`config.mk`:
```
export PLATFORM = sky130hd
export DESIGN_NAME = dma_register_block_with_slice_trigger_flat
export DESIGN_NICKNAME = d
export VERILOG_FILES = /design/src/design/dmarb_pkg.sv /design/src/design/dmarb_if.sv /design/src/design/dmarb_front.sv /design/src/design/dmarb_queue.sv /design/src/design/dmarb_back.sv /design/src/design/dma_register_block_with_slice_trigger.sv /design/src/flat_wrapper.sv
export SDC_FILE = /design/constraint.sdc
export NUM_CORES = 1
export LEC_CHECK = 0
export ABC_AREA = 1
export BUFFER_PORTS_ARGS = -buffer_cell sky130_fd_sc_hd__clkbuf_2
export CAP_MARGIN = 0
export CORE_AREA = 4 4 150 152
export CTS_CLUSTER_DIAMETER = 80
export DETAILED_ROUTE_END_ITERATION = 10
export DIE_AREA = 0 0 154 156
export PLACE_DENSITY = 0.78
export SLEW_MARGIN = 20
export SYNTH_ARGS = -nofsm -noshare
export SYNTH_HDL_FRONTEND = slang
export SYNTH_SLANG_ARGS = --single-unit
```
`constraint.sdc`:
```
create_clock -name i_clk -period 13.46 [get_ports i_clk]
set_clock_uncertainty 0.1 [all_clocks]
set_input_delay 2.692 -clock i_clk [delete_from_list [all_inputs] [get_ports i_clk]]
set_output_delay 2.692 -clock i_clk [all_outputs]
set_load 0.05 [all_outputs]
```
`src/design/dmarb_pkg.sv`:
```
// ----------------------------------------------------------------------------
// dmarb_pkg
// Shared types and constants of the DMA register block: decoded operation
// codes, queue entry and result layouts, register offsets and reset values.
// ----------------------------------------------------------------------------
package dmarb_pkg;

    // channel that owns registers and can start transfers
    localparam int unsigned LIVE_CHANNEL  = 4;
    localparam logic [2:0]  LIVE_SLOT     = 3'(LIVE_CHANNEL);
    localparam int unsigned LIVE_EN_BIT   = LIVE_CHANNEL * 4 + 3;
    localparam int unsigned LIVE_MASK_BIT = 16 + LIVE_CHANNEL;
    localparam int unsigned LIVE_FLAG_BIT = 24 + LIVE_CHANNEL;

    // request kinds
    localparam logic [1:0] REQ_READ  = 2'd0;
    localparam logic [1:0] REQ_WRITE = 2'd1;
    localparam logic [1:0] REQ_LINE  = 2'd2;

    // register window
    localparam logic [6:0] OFS_DPCR = 7'h70;
    localparam logic [6:0] OFS_DICR = 7'h74;
    localparam logic [1:0] REG_MADR = 2'd0;
    localparam logic [1:0] REG_BCR  = 2'd1;
    localparam logic [1:0] REG_CHCR = 2'd2;

    localparam logic [31:0] DPCR_RESET    = 32'h0765_4321;
    localparam logic [31:0] DICR_WR_MASK  = 32'h00ff_807f;
    localparam logic [31:0] DICR_FLAGS    = 32'h7f00_0000;
    localparam logic [23:0] MADR_MASK     = 24'hff_fffc;
    localparam logic [1:0]  CHCR_MODE_SLICE = 2'b01;

    // queue between decode and execute
    localparam int unsigned QUEUE_DEPTH = 2;
    localparam int unsigned QPTR_W      = (QUEUE_DEPTH > 1) ? $clog2(QUEUE_DEPTH) : 1;
    localparam int unsigned QCNT_W      = $clog2(QUEUE_DEPTH + 1);

    typedef enum logic [3:0] {
        OP_NONE,
        OP_RD_DPCR,
        OP_RD_DICR,
        OP_RD_MADR,
        OP_RD_BCR,
        OP_RD_CHCR,
        OP_WR_DPCR,
        OP_WR_DICR,
        OP_WR_MADR,
        OP_WR_BCR,
        OP_WR_CHCR,
        OP_REQ_SET,
        OP_REQ_CLR
    } t_op;

    typedef struct packed {
        t_op         op;
        logic [31:0] data;
    } t_op_item;

    typedef struct packed {
        logic [31:0] read_data;
        logic        xfer_valid;
        logic        xfer_to_device;
        logic [23:0] xfer_address;
        logic [15:0] xfer_block_words;
        logic [15:0] xfer_block_count;
        logic        irq_master;
    } t_result;

    // master flag: bus error, or enabled and any masked flag raised
    function automatic logic [31:0] dicr_recompute(input logic [31:0] dicr);
        logic [31:0] d;
        d     = dicr & 32'h7fff_ffff;
        d[31] = d[15] | (d[23] & (|(d[30:24] & d[22:16])));
        return d;
    endfunction

endpackage

```
`src/design/dmarb_if.sv`:
```
// ----------------------------------------------------------------------------
// dmarb_if
// Request and response channels of the DMA register block, valid/ready.
// ----------------------------------------------------------------------------
interface dmarb_req_if;
    logic        valid;
    logic        ready;
    logic [1:0]  req_type;
    logic [6:0]  reg_offset;
    logic [31:0] write_data;
    logic [2:0]  request_channel;
    logic        request_level;

    modport source (
        output valid, req_type, reg_offset, write_data, request_channel,
               request_level,
        input  ready
    );
    modport sink (
        input  valid, req_type, reg_offset, write_data, request_channel,
               request_level,
        output ready
    );
endinterface

interface dmarb_rsp_if;
    logic        valid;
    logic        ready;
    logic [31:0] read_data;
    logic        xfer_valid;
    logic        xfer_to_device;
    logic [23:0] xfer_address;
    logic [15:0] xfer_block_words;
    logic [15:0] xfer_block_count;
    logic        irq_master;

    modport source (
        output valid, read_data, xfer_valid, xfer_to_device, xfer_address,
               xfer_block_words, xfer_block_count, irq_master,
        input  ready
    );
    modport sink (
        input  valid, read_data, xfer_valid, xfer_to_device, xfer_address,
               xfer_block_words, xfer_block_count, irq_master,
        output ready
    );
endinterface

```
`src/design/dmarb_front.sv`:
```
// ----------------------------------------------------------------------------
// dmarb_front
// Accepts bus transactions and request line changes and decodes them into
// register operations for the execute stage.
// ----------------------------------------------------------------------------
module dmarb_front
    import dmarb_pkg::*;
(
    dmarb_req_if.sink i_req,
    input  logic      i_full,
    output logic      o_push,
    output t_op_item  o_item
);

    logic [2:0] slot;
    logic [1:0] idx;

    assign slot        = i_req.reg_offset[6:4];
    assign idx         = i_req.reg_offset[3:2];
    assign i_req.ready = !i_full;
    assign o_push      = i_req.valid && !i_full;

    always_comb begin
        o_item.data = i_req.write_data;
        o_item.op   = OP_NONE;
        unique case (i_req.req_type)
            REQ_READ: begin
                if (i_req.reg_offset == OFS_DPCR) begin
                    o_item.op = OP_RD_DPCR;
                end else if (i_req.reg_offset == OFS_DICR) begin
                    o_item.op = OP_RD_DICR;
                end else if (slot == LIVE_SLOT) begin
                    unique case (idx)
                        REG_MADR: o_item.op = OP_RD_MADR;
                        REG_BCR:  o_item.op = OP_RD_BCR;
                        REG_CHCR: o_item.op = OP_RD_CHCR;
                        default:  o_item.op = OP_NONE;
                    endcase
                end
            end
            REQ_WRITE: begin
                if (i_req.reg_offset == OFS_DPCR) begin
                    o_item.op = OP_WR_DPCR;
                end else if (i_req.reg_offset == OFS_DICR) begin
                    o_item.op = OP_WR_DICR;
                end else if (slot == LIVE_SLOT) begin
                    unique case (idx)
                        REG_MADR: o_item.op = OP_WR_MADR;
                        REG_BCR:  o_item.op = OP_WR_BCR;
                        REG_CHCR: o_item.op = OP_WR_CHCR;
                        default:  o_item.op = OP_NONE;
                    endcase
                end
            end
            REQ_LINE: begin
                // only the live channel's line can start anything
                if (i_req.request_channel == LIVE_SLOT) begin
                    o_item.op = i_req.request_level ? OP_REQ_SET : OP_REQ_CLR;
                end
            end
            default: o_item.op = OP_NONE;
        endcase
    end

endmodule

```
`src/design/dmarb_queue.sv`:
```
// ----------------------------------------------------------------------------
// dmarb_queue
// Short FIFO of decoded operations between the front and the execute stage.
// ----------------------------------------------------------------------------
module dmarb_queue
    import dmarb_pkg::*;
(
    input  logic     i_clk,
    input  logic     i_rst_n,
    input  logic     i_push,
    input  t_op_item i_item,
    input  logic     i_pop,
    output logic     o_full,
    output logic     o_empty,
    output t_op_item o_head
);

    t_op_item          r_entry [QUEUE_DEPTH];
    logic [QPTR_W-1:0] r_wr_ptr, n_wr_ptr;
    logic [QPTR_W-1:0] r_rd_ptr, n_rd_ptr;
    logic [QCNT_W-1:0] r_count, n_count;

    assign o_full  = (r_count == QCNT_W'(QUEUE_DEPTH));
    assign o_empty = (r_count == '0);
    assign o_head  = r_entry[r_rd_ptr];

    always_comb begin
        n_wr_ptr = r_wr_ptr;
        n_rd_ptr = r_rd_ptr;
        n_count  = r_count;
        if (i_push) begin
            n_wr_ptr = (r_wr_ptr == QPTR_W'(QUEUE_DEPTH - 1)) ? '0 : r_wr_ptr + 1'b1;
        end
        if (i_pop) begin
            n_rd_ptr = (r_rd_ptr == QPTR_W'(QUEUE_DEPTH - 1)) ? '0 : r_rd_ptr + 1'b1;
        end
        if (i_push && !i_pop) begin
            n_count = r_count + 1'b1;
        end else if (i_pop && !i_push) begin
            n_count = r_count - 1'b1;
        end
    end

    always_ff @(posedge i_clk) begin
        if (!i_rst_n) begin
            r_wr_ptr <= '0;
            r_rd_ptr <= '0;
            r_count  <= '0;
        end else begin
            r_wr_ptr <= n_wr_ptr;
            r_rd_ptr <= n_rd_ptr;
            r_count  <= n_count;
        end
    end

    always_ff @(posedge i_clk) begin
        if (i_push) begin
            r_entry[r_wr_ptr] <= i_item;
        end
    end

`ifndef ASSERT_OFF
    a_no_overflow: assert property (@(posedge i_clk) disable iff (!i_rst_n)
        !(i_push && o_full))
        else $error("push into full queue");
    a_no_underflow: assert property (@(posedge i_clk) disable iff (!i_rst_n)
        !(i_pop && o_empty))
        else $error("pop from empty queue");
    a_count_bound: assert property (@(posedge i_clk) disable iff (!i_rst_n)
        r_count <= QCNT_W'(QUEUE_DEPTH))
        else $error("queue count out of range");
`endif

endmodule

```
`src/design/dmarb_back.sv`:
```
// ----------------------------------------------------------------------------
// dmarb_back
// Execute stage: holds the DMA registers, applies one decoded operation per
// cycle unless a result waits, attempts slice starts and registers the result.
// ----------------------------------------------------------------------------
module dmarb_back
    import dmarb_pkg::*;
(
    input  logic       i_clk,
    input  logic       i_rst_n,
    input  logic       i_empty,
    input  t_op_item   i_head,
    output logic       o_pop,
    dmarb_rsp_if.source o_rsp
);

    logic [31:0] r_dpcr, n_dpcr;
    logic [31:0] r_dicr, n_dicr;
    logic [23:0] r_madr, n_madr;
    logic [31:0] r_bcr,  n_bcr;
    logic [31:0] r_chcr, n_chcr;
    logic        r_req,  n_req;
    logic        r_out_valid;
    t_result     r_out, n_out;
    logic        start;

    assign o_pop = !i_empty && (!r_out_valid || o_rsp.ready);

    always_comb begin
        n_dpcr = r_dpcr;
        n_dicr = r_dicr;
        n_madr = r_madr;
        n_bcr  = r_bcr;
        n_chcr = r_chcr;
        n_req  = r_req;
        n_out  = '0;
        start  = 1'b0;
        case (i_head.op)
            OP_RD_DPCR: n_out.read_data = r_dpcr;
            OP_RD_DICR: n_out.read_data = r_dicr;
            OP_RD_MADR: n_out.read_data = {8'b0, r_madr};
            OP_RD_BCR:  n_out.read_data = r_bcr;
            OP_RD_CHCR: n_out.read_data = r_chcr;
            OP_WR_DPCR: n_dpcr = i_head.data;
            OP_WR_DICR: begin
                // flags whose new mask bit is set are cleared
                n_dicr = dicr_recompute((i_head.data & DICR_WR_MASK)
                    | (r_dicr & DICR_FLAGS & ~{1'b0, i_head.data[22:16], 24'b0}));
            end
            OP_WR_MADR: n_madr = i_head.data[23:0] & MADR_MASK;
            OP_WR_BCR:  n_bcr  = i_head.data;
            OP_WR_CHCR: begin
                n_chcr = i_head.data;
                start  = 1'b1;
            end
            OP_REQ_SET: begin
                n_req = 1'b1;
                start = 1'b1;
            end
            OP_REQ_CLR: n_req = 1'b0;
            default: ;
        endcase

        if (start && r_dpcr[LIVE_EN_BIT] && n_chcr[24] && n_req) begin
            n_chcr[28] = 1'b0;
            if (n_chcr[10:9] == CHCR_MODE_SLICE && !n_chcr[1]) begin
                n_out.xfer_valid       = 1'b1;
                n_out.xfer_to_device   = n_chcr[0];
                n_out.xfer_address     = r_madr;
                n_out.xfer_block_words = r_bcr[15:0];
                n_out.xfer_block_count = r_bcr[31:16];
                n_dicr[LIVE_FLAG_BIT]  = r_dicr[LIVE_FLAG_BIT] | r_dicr[LIVE_MASK_BIT];
                n_dicr                 = dicr_recompute(n_dicr);
            end
        end
        n_out.irq_master = n_dicr[31];
    end

    always_ff @(posedge i_clk) begin
        if (!i_rst_n) begin
            r_dpcr      <= DPCR_RESET;
            r_dicr      <= '0;
            r_madr      <= '0;
            r_bcr       <= '0;
            r_chcr      <= '0;
            r_req       <= 1'b0;
            r_out_valid <= 1'b0;
        end else begin
            if (o_pop) begin
                r_dpcr <= n_dpcr;
                r_dicr <= n_dicr;
                r_madr <= n_madr;
                r_bcr  <= n_bcr;
                r_chcr <= n_chcr;
                r_req  <= n_req;
            end
            if (o_pop) begin
                r_out_valid <= 1'b1;
            end else if (o_rsp.ready) begin
                r_out_valid <= 1'b0;
            end
        end
    end

    always_ff @(posedge i_clk) begin
        if (o_pop) begin
            r_out <= n_out;
        end
    end

    assign o_rsp.valid            = r_out_valid;
    assign o_rsp.read_data        = r_out.read_data;
    assign o_rsp.xfer_valid       = r_out.xfer_valid;
    assign o_rsp.xfer_to_device   = r_out.xfer_to_device;
    assign o_rsp.xfer_address     = r_out.xfer_address;
    assign o_rsp.xfer_block_words = r_out.xfer_block_words;
    assign o_rsp.xfer_block_count = r_out.xfer_block_count;
    assign o_rsp.irq_master       = r_out.irq_master;

`ifndef ASSERT_OFF
    a_irq_tracks_dicr: assert property (@(posedge i_clk) disable iff (!i_rst_n)
        r_out_valid |-> (r_out.irq_master == r_dicr[31]))
        else $error("result master flag differs from DICR");
    a_xfer_clears_start: assert property (@(posedge i_clk) disable iff (!i_rst_n)
        (r_out_valid && r_out.xfer_valid) |-> !r_chcr[28])
        else $error("transfer issued without clearing start bit");
    a_xfer_not_read: assert property (@(posedge i_clk) disable iff (!i_rst_n)
        (r_out_valid && r_out.xfer_valid) |-> (r_out.read_data == '0))
        else $error("transfer and read data in one result");
    a_master_consistent: assert property (@(posedge i_clk) disable iff (!i_rst_n)
        r_dicr[31] == (r_dicr[15] | (r_dicr[23] & (|(r_dicr[30:24] & r_dicr[22:16])))))
        else $error("DICR master flag inconsistent");
`endif

endmodule

```
`src/design/dma_register_block_with_slice_trigger.sv`:
```
// a transaction accepted on i_req enters the queue; dmarb_back registers its result on pop
// throughput: one transaction per cycle while results are taken on the response side
// a two-entry queue lets requests be taken while a finished result waits on the response side
// reset: synchronous active-low i_rst_n; DPCR to 0x07654321, other registers, the request
// line and the result valid flag cleared, the queue emptied; no clearing pass
// ----------------------------------------------------------------------------
// dma_register_block_with_slice_trigger
// DMA controller register block with one live channel: decodes bus reads,
// writes and request line changes and issues slice-mode transfer descriptors.
// ----------------------------------------------------------------------------
module dma_register_block_with_slice_trigger
    import dmarb_pkg::*;
(
    input  logic        i_clk,
    input  logic        i_rst_n,
    dmarb_req_if.sink   i_req,
    dmarb_rsp_if.source o_rsp
);

    logic     push;
    logic     pop;
    logic     full;
    logic     empty;
    t_op_item push_item;
    t_op_item head_item;

    dmarb_front u_front (
        .i_req  (i_req),
        .i_full (full),
        .o_push (push),
        .o_item (push_item)
    );

    dmarb_queue u_queue (
        .i_clk   (i_clk),
        .i_rst_n (i_rst_n),
        .i_push  (push),
        .i_item  (push_item),
        .i_pop   (pop),
        .o_full  (full),
        .o_empty (empty),
        .o_head  (head_item)
    );

    dmarb_back u_back (
        .i_clk   (i_clk),
        .i_rst_n (i_rst_n),
        .i_empty (empty),
        .i_head  (head_item),
        .o_pop   (pop),
        .o_rsp   (o_rsp)
    );

endmodule

```
`src/flat_wrapper.sv`:
```
// flat-port wrapper written by rule: the top's interface ports become plain ports
module dma_register_block_with_slice_trigger_flat import dmarb_pkg::*;
  (i_clk, i_rst_n, i_req_valid, i_req_req_type, i_req_reg_offset, i_req_write_data, i_req_request_channel, i_req_request_level, i_req_ready, o_rsp_valid, o_rsp_read_data, o_rsp_xfer_valid, o_rsp_xfer_to_device, o_rsp_xfer_address, o_rsp_xfer_block_words, o_rsp_xfer_block_count, o_rsp_irq_master, o_rsp_ready);
  dmarb_req_if i_req_i ();
  dmarb_rsp_if o_rsp_i ();
  input  logic i_clk;
  input  logic i_rst_n;
  input wire logic [$bits(i_req_i.valid)-1:0] i_req_valid;
  input wire logic [$bits(i_req_i.req_type)-1:0] i_req_req_type;
  input wire logic [$bits(i_req_i.reg_offset)-1:0] i_req_reg_offset;
  input wire logic [$bits(i_req_i.write_data)-1:0] i_req_write_data;
  input wire logic [$bits(i_req_i.request_channel)-1:0] i_req_request_channel;
  input wire logic [$bits(i_req_i.request_level)-1:0] i_req_request_level;
  output wire logic [$bits(i_req_i.ready)-1:0] i_req_ready;
  output wire logic [$bits(o_rsp_i.valid)-1:0] o_rsp_valid;
  output wire logic [$bits(o_rsp_i.read_data)-1:0] o_rsp_read_data;
  output wire logic [$bits(o_rsp_i.xfer_valid)-1:0] o_rsp_xfer_valid;
  output wire logic [$bits(o_rsp_i.xfer_to_device)-1:0] o_rsp_xfer_to_device;
  output wire logic [$bits(o_rsp_i.xfer_address)-1:0] o_rsp_xfer_address;
  output wire logic [$bits(o_rsp_i.xfer_block_words)-1:0] o_rsp_xfer_block_words;
  output wire logic [$bits(o_rsp_i.xfer_block_count)-1:0] o_rsp_xfer_block_count;
  output wire logic [$bits(o_rsp_i.irq_master)-1:0] o_rsp_irq_master;
  input wire logic [$bits(o_rsp_i.ready)-1:0] o_rsp_ready;
  assign i_req_i.valid = i_req_valid;
  assign i_req_i.req_type = i_req_req_type;
  assign i_req_i.reg_offset = i_req_reg_offset;
  assign i_req_i.write_data = i_req_write_data;
  assign i_req_i.request_channel = i_req_request_channel;
  assign i_req_i.request_level = i_req_request_level;
  assign i_req_ready = i_req_i.ready;
  assign o_rsp_valid = o_rsp_i.valid;
  assign o_rsp_read_data = o_rsp_i.read_data;
  assign o_rsp_xfer_valid = o_rsp_i.xfer_valid;
  assign o_rsp_xfer_to_device = o_rsp_i.xfer_to_device;
  assign o_rsp_xfer_address = o_rsp_i.xfer_address;
  assign o_rsp_xfer_block_words = o_rsp_i.xfer_block_words;
  assign o_rsp_xfer_block_count = o_rsp_i.xfer_block_count;
  assign o_rsp_irq_master = o_rsp_i.irq_master;
  assign o_rsp_i.ready = o_rsp_ready;
  dma_register_block_with_slice_trigger u_core (.i_clk(i_clk), .i_rst_n(i_rst_n), .i_req(i_req_i), .o_rsp(o_rsp_i));
endmodule
```
==> run metrics <==
NumNets Final=1432; vias per inst=5.457; vias in the first global route=8507; leading area contributor after synthesis=edfxtp_1; # DRC=0; peak supply drop=0.1448 mV; final count of pins violating max slew=0; sequential element share of the synthesized area=62.27%; Post-synth top cells=223 x nand2_1, 161 x edfxtp_1, 156 x inv_1; Starting Density=59.72%; Reg2Reg Setup Slack=10.47 ns; element type at the critical path start=input pin; multi-input logic area=3806 µm²; Clock Power Share=25.5%; Seq pwr share=40.4%; final core occ=68.26%; total of max-cap violations=0; Required @ worst endpoint=13.78 ns; sw power=1.334 mW; final worst-path cycle share=35.39%; Combinational Power Share=34.1%; Synth area leaders=edfxtp_1 39%, dfxtp_1 24%, nand2_1 6.7%, a21oi_1 5.7%, o21ai_0 5.5%; PortBufs=139; reg2reg end=u_core.u_back.o_rsp.read_data[12]; status=completed; io pins=142; PnR worst setup slack=8.697 ns; Inst Count DP=1620; flop and latch count out of synthesis=310; post-synthesis cell count=1262; Post-Layout Cell Count=1676; worst slew pin tran=1.039 ns; Routed WL=27880 µm; Die W=154 µm; total die area=24020 µm²; initial antenna violation count=0; first-pass GRT wire length=44510 µm; Vert. Die Dim=156 µm; post-CTS setup buffer count=0; CP arrival=5.08 ns; HP Class=flip-flop to flip-flop; fraction of layout cells with a size suffix above 1=19.84%; hpwl dp=17990 µm; Post-Syn Area=12550 µm²; post-layout min period=4.763 ns; CTS tree=done; num rows=53; Post-Place Setup Slack=7.782 ns; clock latency on the worst-skew pair=0.56 ns; max frequency=0.2099 GHz; global-route usage over all layers=22.76%; total power per unit cell area=229.2 nW/µm²; drt initial violations=783; Reg2Reg Depth=9; worst-path fanout max=64; routability cong.=0.8883; largest net degree at the start of global routing=80; Synth Warn #=0; leakage=5.533 nW; global route total overflow=0; share of the synthesized area in the top cell type=38.51%; WS Path Type=input pin to flip-flop; clock buffer depth=3; Slew Limit Headroom=30.59%; Critical Path Source=o_rsp_ready; Final setup viols=0; # diodes=0; CP endpoint=u_core.u_back.r_bcr[22]; Yosys cell types=39; Num CTS Buffers=30; clock sinks=310; synth-to-layout area growth=14.29%; sequential standard cell area=7818 µm²; drt wl/cell=16.64 µm; Core ar.=21020 µm²; Net Sw Frac=40.55%; RSZ-0062 raised after global routing=no; share of async-settable or async-resettable flops after synthesis=0%; EDFF count, synth=161; first-pass iteration count of the detailed router=7; # hold bufs at CTS=0; root buf cell=clkbuf_16; Mean Syn Cell Area=9.948 µm²; final antenna-violating net count=0; post-CTS sizing=0; setup tns final=0 ns; vias=9146; dominant synthesized flop cell=edfxtp_1; Reg clk slew, reported paths=0.06 ns; Final Hold Viols=0; Fill cells=1589; H-tree depth=1; CP endpoint kind=flip-flop; P_int=1.955 mW; most frequent cell after synthesis=nand2_1
## cells in the final DEF, fill, tap and decap left out, drive strengths merged
cell / n
a211oi: 1
a21oi: 145
a221oi: 6
a31oi: 1
buf: 9
bufinv: 2
clkbuf: 185
clkinv: 6
clkinvlp: 1
conb: 2
dfxtp: 149
edfxtp: 161
ha: 6
inv: 163
nand2: 236
nand3: 35
nand3b: 1
nor2: 102
nor3: 2
o2111ai: 4
o211ai: 4
o21ai: 140
o21bai: 2
o221ai: 3
o22ai: 32
o31ai: 1
or2: 2
## logic make-up (layout without fill, tap and decap cells)
kind of cell	count (synthesis)	after routing	share of synthesized area, %
AO/OA/AOI/OAI	339	339	14.42
AND/OR/NAND/NOR	378	378	15.00
flip-flops	310	310	62.27
other	1	2	0.02987
adder cells (fa/ha/maj)	6	6	0.5980
buffers and inverters	228	366	7.684
## metrics by stage
stage	hold slack, ns	total power [mW]	instance area [µm²]
after global placement	0.3339	2.440	13340
after detailed placement	0.3402	2.466	13340
after global routing	0.3720	3.439	14350
after floorplan	0.3245	2.195	12560
after CTS	0.3492	3.302	14340
final	0.3492	3.289	14350
## final cells by class
| class | count | area share [%] |
|---|---|---|
| clock buffer | 46 | 6.209 |
| clock inverter | 10 | 0.7935 |
| multi-input combinational | 725 | 26.53 |
| timing repair buffer | 148 | 5.319 |
| tap | 275 | 2.398 |
| inverter | 162 | 4.273 |
| sequential | 310 | 54.48 |
## power by group through the flow
stage / Clock, mW / Sequential [mW] / Combinational (mW)
2_1_floorplan: 0 / 1.76 / 0.440
3_3_place_gp: 0 / 1.34 / 1.10
3_5_place_dp: 0 / 1.35 / 1.12
4_1_cts: 0.849 / 1.33 / 1.12
5_1_grt: 0.893 / 1.35 / 1.20
6_report: 0.839 / 1.33 / 1.12
## metal layers
metal | part of all wire, % | track usage, % | vias up
met1 | 43 | 32.32 | 4319
met4 | 1.8 | 5.172 | 0
met3 | 7.5 | 3.828 | 33
met2 | 47 | 37.23 | 345
li1 | - | - | 4449
met5 | 0 | 0 | -
## worst max-delay path, stage by stage
cell,delay [ns]
clkbuf_2,0.09
nor2_1,0.07
a21oi_4,0.63
inv_1,0.44
nor2_1,0.31
nand2_4,0.40
o21ai_0,0.35
a21oi_1,0.07
## worst min-delay path by stage
stage          depth (start not counted)                       end                     start  slack, ns
6_report                               2   u_core.u_back.r_dpcr[7]   u_core.u_back.r_dpcr[7]       0.35
4_1_cts                                2   u_core.u_back.r_dpcr[7]   u_core.u_back.r_dpcr[7]       0.35
2_1_floorplan                          2   u_core.u_back.r_dicr[5]   u_core.u_back.r_dicr[5]       0.32
3_5_place_dp                           2   u_core.u_back.r_dpcr[7]   u_core.u_back.r_dpcr[7]       0.34
3_3_place_gp                           2  u_core.u_back.r_dpcr[11]  u_core.u_back.r_dpcr[11]       0.33
5_1_grt                                2  u_core.u_back.r_dpcr[11]  u_core.u_back.r_dpcr[11]       0.37
## sequential cells by signal, summed over array words and instances, names as in the netlist, named ones only
signal	flops
u_core.u_back.r_dicr	24
u_core.u_queue.r_rd_ptr	1
u_core.u_queue.r_entry	72
u_core.u_queue.r_count	2
u_core.u_back.o_rsp.xfer_address	22
u_core.u_back.o_rsp.valid	1
u_core.u_back.r_req	1
u_core.u_back.o_rsp.xfer_block_count	16
u_core.u_back.o_rsp.xfer_block_words	16
u_core.u_back.r_bcr	32
u_core.u_back.o_rsp.irq_master	1
u_core.u_back.r_madr	22
u_core.u_queue.r_wr_ptr	1
u_core.u_back.o_rsp.read_data	32
u_core.u_back.o_rsp.xfer_valid	1
u_core.u_back.o_rsp.xfer_to_device	1
u_core.u_back.r_chcr	32
u_core.u_back.r_dpcr	32
Power figures use the tool's default switching activity.
